`src/rtl/tvp_pkg.sv`:
```
// Shared types and constants of the trapezoidal velocity profile core.
`default_nettype none

package tvp_pkg;

  localparam int CFG_W     = 16;
  localparam int CFG_IDX_W = 2;

  localparam logic [CFG_IDX_W-1:0] CFG_TOP_SPEED = 2'd0;
  localparam logic [CFG_IDX_W-1:0] CFG_ACCEL     = 2'd1;

  localparam logic [CFG_W-1:0] TOP_SPEED_RST = 16'd1024;
  localparam logic [CFG_W-1:0] ACCEL_RST     = 16'd1024;

  typedef enum logic [1:0] {
    PH_SHORT  = 2'd0,
    PH_ACCEL  = 2'd1,
    PH_CRUISE = 2'd2,
    PH_DECEL  = 2'd3
  } tvp_phase_t;

  typedef struct packed {
    logic adv;
    logic vld;
  } tvp_flow_t;

endpackage

`default_nettype wire

```
`src/rtl/tvp_sqrt.sv`:
```
// Pipelined integer square root, one result bit per stage, truncating.
`default_nettype none

module tvp_sqrt #(
  parameter int IN_W   = 42,
  parameter int SIDE_W = 1
) (
  input  logic                         clk,
  input  logic                         rst_n,
  input  tvp_pkg::tvp_flow_t           flow_i,
  input  logic [IN_W-1:0]              rad_i,
  input  logic [SIDE_W-1:0]            side_i,
  output logic                         vld_o,
  output logic [(IN_W+1)/2-1:0]        root_o,
  output logic [SIDE_W-1:0]            side_o
);
  import tvp_pkg::*;

  localparam int ROOT_W = (IN_W + 1) / 2;
  localparam int EV_W   = 2 * ROOT_W;

  logic [ROOT_W-1:0] rem_r  [ROOT_W];
  logic [EV_W-1:0]   rad_r  [ROOT_W];
  logic [ROOT_W-1:0] root_r [ROOT_W];
  logic [SIDE_W-1:0] side_r [ROOT_W];
  logic [ROOT_W-1:0] vld_r;

  for (genvar s = 0; s < ROOT_W; s++) begin : g_stage
    logic [ROOT_W-1:0] rem_in, root_in;
    logic [EV_W-1:0]   rad_in;
    logic [SIDE_W-1:0] side_in;
    logic              vld_in;
    logic [ROOT_W+1:0] t, trial;
    logic              ge;

    if (s == 0) begin : g_head
      assign rem_in  = '0;
      assign root_in = '0;
      assign rad_in  = EV_W'(rad_i);
      assign side_in = side_i;
      assign vld_in  = flow_i.vld;
    end else begin : g_body
      assign rem_in  = rem_r[s-1];
      assign root_in = root_r[s-1];
      assign rad_in  = rad_r[s-1];
      assign side_in = side_r[s-1];
      assign vld_in  = vld_r[s-1];
    end

    assign t     = {rem_in, rad_in[EV_W-1 -: 2]};
    assign trial = {root_in, 2'b01};
    assign ge    = t >= trial;

    always_ff @(posedge clk) begin
      if (!rst_n) begin
        vld_r[s] <= 1'b0;
      end else if (flow_i.adv) begin
        vld_r[s] <= vld_in;
      end
    end

    always_ff @(posedge clk) begin
      if (flow_i.adv) begin
        rem_r[s]  <= ge ? ROOT_W'(t - trial) : ROOT_W'(t);
        root_r[s] <= {root_in[ROOT_W-2:0], ge};
        rad_r[s]  <= {rad_in[EV_W-3:0], 2'b00};
        side_r[s] <= side_in;
      end
    end
  end

  assign vld_o  = vld_r[ROOT_W-1];
  assign root_o = root_r[ROOT_W-1];
  assign side_o = side_r[ROOT_W-1];

endmodule

`default_nettype wire

```
`config.mk`:
```
export PLATFORM = sky130hd
export DESIGN_NAME = tvp_sqrt
export DESIGN_NICKNAME = d
export VERILOG_FILES = /design/src/rtl/tvp_pkg.sv /design/src/rtl/tvp_sqrt.sv
export SDC_FILE = /design/constraint.sdc
export NUM_CORES = 1
export LEC_CHECK = 0
export ABC_CLOCK_PERIOD_IN_PS = 8000
export BUFFER_PORTS_ARGS = -buffer_cell sky130_fd_sc_hd__buf_2
export CAP_MARGIN = 20
export CORE_MARGIN = 2
export CORE_UTILIZATION = 50
export CTS_CLUSTER_DIAMETER = 80
export CTS_CLUSTER_SIZE = 12
export DETAILED_ROUTE_END_ITERATION = 6
export HOLD_SLACK_MARGIN = 0.15
export PLACE_DENSITY_LB_ADDON = 0.15
export SLEW_MARGIN = 15
export SYNTH_ARGS = -nofsm -noshare
export SYNTH_HDL_FRONTEND = slang
export SYNTH_SLANG_ARGS = --single-unit
```
`constraint.sdc`:
```
create_clock -name clk -period 8 [get_ports clk]
set_input_delay 0 -clock clk [delete_from_list [all_inputs] [get_ports clk]]
set_output_delay 0 -clock clk [all_outputs]
set_load 0.01 [all_outputs]
```
==> flow_summary.toml, run 1 <==
[timing]
max_slew_margin_pct = 27.1
fin_skew_ns = 0.0516
period_minus_slack_ns = 3.81
slew_viol_final = 0
finalHoldViolCount = 0
worst_pin_slew_ns = 1.09
whs_ns = 0.275
min_period_over_period_pct = 47.6
finalSetupTns_ns = 0
finalWorstSetupSlack_ns = 4.19
final-setup-viol-count = 0
fmax_ghz = 0.262
rsz0062_at_grt = "false"

[placed_design]
place_area_um2 = 51300
port_buffers = 69
dp.final_hpwl_um = 60200
gp_congestion = 0.852
dp_cells = 5068
post-place-ws_ns = 4.25

[synth]
yosys.area.top_type = "edfxtp_1"
netlist.area_leader.share_pct = 64.9
synth-compound-area-share_pct = 9.17
netlist_area_um2 = 49300
synth_top_family_by_area = "simple AND/OR/NAND/NOR gates"
ys_seq_elements = 1087
synth_cell_types = 82
synth-simple-area-share_pct = 9.64
syn_area_per_cell_um2 = 13.2
async_reset_ff_share_pct = 0
post_synth_fa_ha_maj_area_fraction_pct = 6.42
synth_commonest_cells = "edfxtp_1, inv_1, nand2_1"
netlist_instances = 3749
muxShareOfSynthArea_pct = 1.02
synth-main-ff-cell = "edfxtp_1"
synthTopCellsByArea = "edfxtp_1, ha_1, xnor2_1"
ys_seq_area_share_pct = 65.8
syn_nets = 4049
synth_xor_area_share_pct = 5.18
synthMostInstantiatedCell = "edfxtp_1"
synth_warnings = 0
synth_edf_count = 1066

[clock_network]
clkSinkCount = 1087
cts.clk_slew.worst_paths_ns = 0.06
cts_made_buffers = 101
cts_setup_buffers = 0
cts_buffer_depth = 3
post_cts_resized = 0
cts-root-buf = "clkbuf_16"
clock_latency_ns = 0.70
htree_levels = 3
cts_tree = "done"

[routing]
wl_um = 88500
avgViaCountPerCell = 5.41
drc_errors = 0
wire_per_inst_um = 16.7
drtIter0Drc = 2248
vias = 28600
antenna_left = 0
first_pass_iters = 7

[global_route]
grt_util_met1_pct = 25.1
antenna_found_initial = 0
grt.overflow.total = 0
grt_pass1_vias = 27300
grt_start_max_net_pins = 205
use_met2_pct = 27.8
grtUsageTotal_pct = 17.5
use_met3_pct = 2.57
grt_pass1_wl_um = 144000
top_usage_layer = "met2"

[floorplan]
die_w_um = 318
dieArea_um2 = 101000
die_height_um = 318
core_um2 = 98100
start_util_pct = 50.3
row_count = 115
io_pins = 70

[power]
p_leak_nw = 20.9
ir_worst_vdd_uv = 236
power_density_nw_per_um2 = 261
finalPower_mw = 14.4

[critical_path]
r2r-start = "rem_r[2][44]"
cp.required_ns = 8.40
crit_path_start_kind = "register"
critPathCaptureType = "register"
cp.arrival_ns = 4.21
critPathKind = "register to register"
crit_fanout = 25
startpoint = "rem_r[2][44]"

[layout]
fin_util_pct = 56.1
synthToLayoutAreaGrowth_pct = 11.5
fillers = 8040
fin_cells = 5287
finalNetCount = 4277
drive_gt1_share_pct = 6.48
stdcell_area_um2 = 55000

[outcome]
status = "complete, no violations"

[hold_path]
hold_class = "primary input to register"
hold_start = "rst_n"

[job]
drv_cap = 0
## critical path, cell delays in order (launching register included)
cell and delay [ns]:
edfxtp_1 0.39, ha_1 0.27, or3_1 0.41, o22ai_1 0.26, o21bai_1 0.13, a221oi_1 0.52, nand3_1 0.83, nand4_1 0.48
nor3_1 0.10, xor2_1 0.15
## cell type report
class | count | area (µm²) | share of cell area [%]
Clock buffer | 115 | 2580 | 4.69
Antenna cell | 1 | 2.50 | 0.00455
Sequential cell | 1087 | 32400 | 59.0
Multi-Input combinational cell | 2296 | 15500 | 28.3
Timing Repair Buffer | 179 | 1470 | 2.68
Clock inverter | 10 | 189 | 0.343
Inverter | 312 | 1170 | 2.13
Tap cell | 1287 | 1610 | 2.93
## what timing repair did
action,in CTS,in global routing
hold buffers,92,0
hold endpoints to repair,167,0
setup endpoints to repair,0,0
## sequential cells by signal (all words and copies together) (netlist names)
name and flops:
rad_r 420, vld_o 1, root_r 231, g_stage.vld_in 20, side_r 21, rem_r 394
## where the power goes
part | total, mW | internal (mW) | leakage [nW] | switching (mW)
Clock | 4.31 | 2.31 | 1.35 | 2.00
Combinational | 2.55 | 1.10 | 9.20 | 1.45
Sequential | 7.49 | 7.11 | 10.4 | 0.385
Total | 14.4 | 10.5 | 20.9 | 3.84
## cell families after synthesis
family	after synthesis
other	1
AOI/OAI and AO/OA	744
adders and majority gates	253
muxes	48
xor gates and xnor gates	292
buffers and inverters	366
and+or+nand+nor	958
DFF	1087
## path summary, 6_finish.rpt
check | endpoint | slack, ns | cells past startpoint
setup / recovery | rem_r[2][81] | 4.19 | 9
hold / removal | g_stage[20].vld_in | 0.28 | 3
setup reg to reg | rem_r[2][81] | 4.19 | 9
hold reg to reg | rad_r[3][75] | 0.39 | 0
## cell usage in the layout (no fill, tap or decap), types with 101 or more instances in the layout
cell type	count
clkbuf_16	101
inv_1	310
xnor2_1	156
xor2_1	136
nor2_1	214
a21oi_1	221
o21ai_0	234
ha_1	253
edfxtp_1	1066
nand2_1	264
## per-layer routing
metal  up-vias  wire, µm  share of wire, %
li1      14300         -                 -
met2       515     40800                46
met4         0      1840               2.1
met5         -         0                 0
met3       118      3830               4.3
met1     13700     42000                47
Note: power is estimated with default switching activity, not from simulation.
==> run 2, diff against run 1 <==
ABC_CLOCK_PERIOD_IN_PS = 3200   (was 8000)
clock period = 3.2 ns   (was 8 ns; I/O delays follow)
==> flow_summary.toml, run 2 (synthesis gave the netlist of run 1 again) <==
[timing]
finalWorstSetupSlack_ns = 0.118
finalSetupTns_ns = 0
slew_viol_final = 0
max_slew_margin_pct = 55.7
fin_skew_ns = 0.0353
min_period_over_period_pct = 96.3
fmax_ghz = 0.324
whs_ns = 0.300
finalHoldViolCount = 0
worst_pin_slew_ns = 0.647
final-setup-viol-count = 0
period_minus_slack_ns = 3.08

[routing]
antenna_left = 0
drc_errors = 0
wl_um = 87600
first_pass_iters = 5
wire_per_inst_um = 16.3
drtIter0Drc = 2077
vias = 28700
avgViaCountPerCell = 5.32

[clock_network]
clock_latency_ns = 0.66
cts.clk_slew.worst_paths_ns = 0.06
cts_buffer_depth = 3
cts-root-buf = "clkbuf_16"
cts_tree = "done"
clkSinkCount = 1087
cts_made_buffers = 100
htree_levels = 3

[critical_path]
critPathCaptureType = "register"
crit_fanout = 10
critPathKind = "register to register"
cp.arrival_ns = 3.49
crit_path_start_kind = "register"
cp.required_ns = 3.61

[placed_design]
dp_cells = 5161
dp.final_hpwl_um = 62100
gp_congestion = 0.889
port_buffers = 69
post-place-ws_ns = 0.0241

[floorplan]
die_height_um = 318
die_w_um = 318
start_util_pct = 50.3
core_um2 = 98100
io_pins = 70
dieArea_um2 = 101000
row_count = 115

[power]
power.share.sequential_pct = 52.0
ir_worst_vdd_uv = 494
pwr-share-clk_pct = 29.3
intPower_mw = 26.4
finalPower_mw = 35.9
power_density_nw_per_um2 = 642
power_switching_mw = 9.50
combPwrFrac_pct = 18.7
switching_share_pct = 26.4
p_leak_nw = 21.5

[global_route]
antenna_found_initial = 1
grt_start_max_net_pins = 110
grt_pass1_wl_um = 143000
grtUsageTotal_pct = 17.3
grt_pass1_vias = 27800
grt.overflow.total = 0

[layout]
largest_register = "rad_r"
antenna_cells = 0
top_regs = "rad_r x420, rem_r x394, root_r x231"
largest_reg_flops = 420
finalNetCount = 4372
fin_cells = 5389
synthToLayoutAreaGrowth_pct = 13.4
drive_gt1_share_pct = 8.82
final_cell_mix = "edfxtp_1, inv_1, nand2_1"
layout_commonest_cell = "edfxtp_1"

[hold_path]
hold_class = "primary input to register"

[job]
drv_cap = 0

[outcome]
status = "complete, no violations"
-- run 2: changes by cell type in the layout (fill, tap and decap cells not counted), sizes merged --
cell / before / now
buf: 87 / 181
bufinv: 1 / 0
clkbuf: 115 / 124
clkinv: 5 / 6
clkinvlp: 0 / 2
diode: 1 / 0
dlygate4sd3: 92 / 93
inv: 316 / 313
-- run 2: cell type report --
class                           count  area (µm²)
Timing Repair inverter              1        7.51
Clock buffer                      124        2610
Inverter                          312        1170
Tap cell                         1287        1610
Fill cell                        7961       42200
Timing Repair Buffer              274        2390
Sequential cell                  1087       32400
Clock inverter                      8         109
Multi-Input combinational cell   2296       15600
-- run 2: power groups by stage --
stage | logic, mW | registers [mW] | clock network (mW)
finish | 6.70 | 18.7 | 10.5
CTS | 6.66 | 18.7 | 10.9
global route | 7.58 | 18.9 | 11.4
detailed placement | 6.54 | 19.0 | 0
global placement | 6.48 | 19.0 | 0
floorplan | 4.71 | 18.6 | 0
-- run 2: path summary, 6_finish.rpt --
| path | start | endpoint | slack (ns) | depth (start not counted) |
|---|---|---|---|---|
| worst max-delay path | rem_r[0][47] | rem_r[0][64] | 0.12 | 7 |
| worst min-delay path | rst_n | g_stage[18].vld_in | 0.30 | 3 |
| worst max register to register | rem_r[0][47] | rem_r[0][64] | 0.12 | 7 |
| worst min register to register | rad_r[3][116] | rad_r[3][158] | 0.41 | 0 |
-- run 2: repair_timing --
| item | 4_1_cts | 5_1_grt |
|---|---|---|
| gates cloned | 0 | 1 |
| hold buffers | 93 | 0 |
| pin swaps | 0 | 1 |
| resized for setup | 1 | 20 |
| setup endpoints to repair | 7 | 100 |
| endpoints found under the hold margin | 297 | 0 |
| buffers inserted | 0 | 2 |
-- run 2: worst max-delay path, cell delays in order, from the launching register on --
cell	delay [ns]
edfxtp_1	0.41
or4_4	0.55
or4_4	0.45
or4_4	0.47
or4b_4	0.59
buf_4	0.20
nor2_1	0.10
a21oi_1	0.05
-- run 2: per-layer routing --
layer | GRT usage, % | vias to the layer above | share of wire [%]
li1 | - | 14500 | -
met1 | 24.9 | 13600 | 48
met2 | 27.8 | 495 | 46
met3 | 2.53 | 116 | 4.0
met4 | 4.75 | 0 | 1.8
met5 | 0 | - | 0
-- run 2: through the flow --
stage | utilization [%] | instance area [µm²]
3_3_place_gp | 53.2 | 52200
4_1_cts | 56.9 | 55900
2_1_floorplan | - | 49300
5_1_grt | 57.0 | 56000
6_report | 57.0 | 56000
3_5_place_dp | 53.2 | 52200
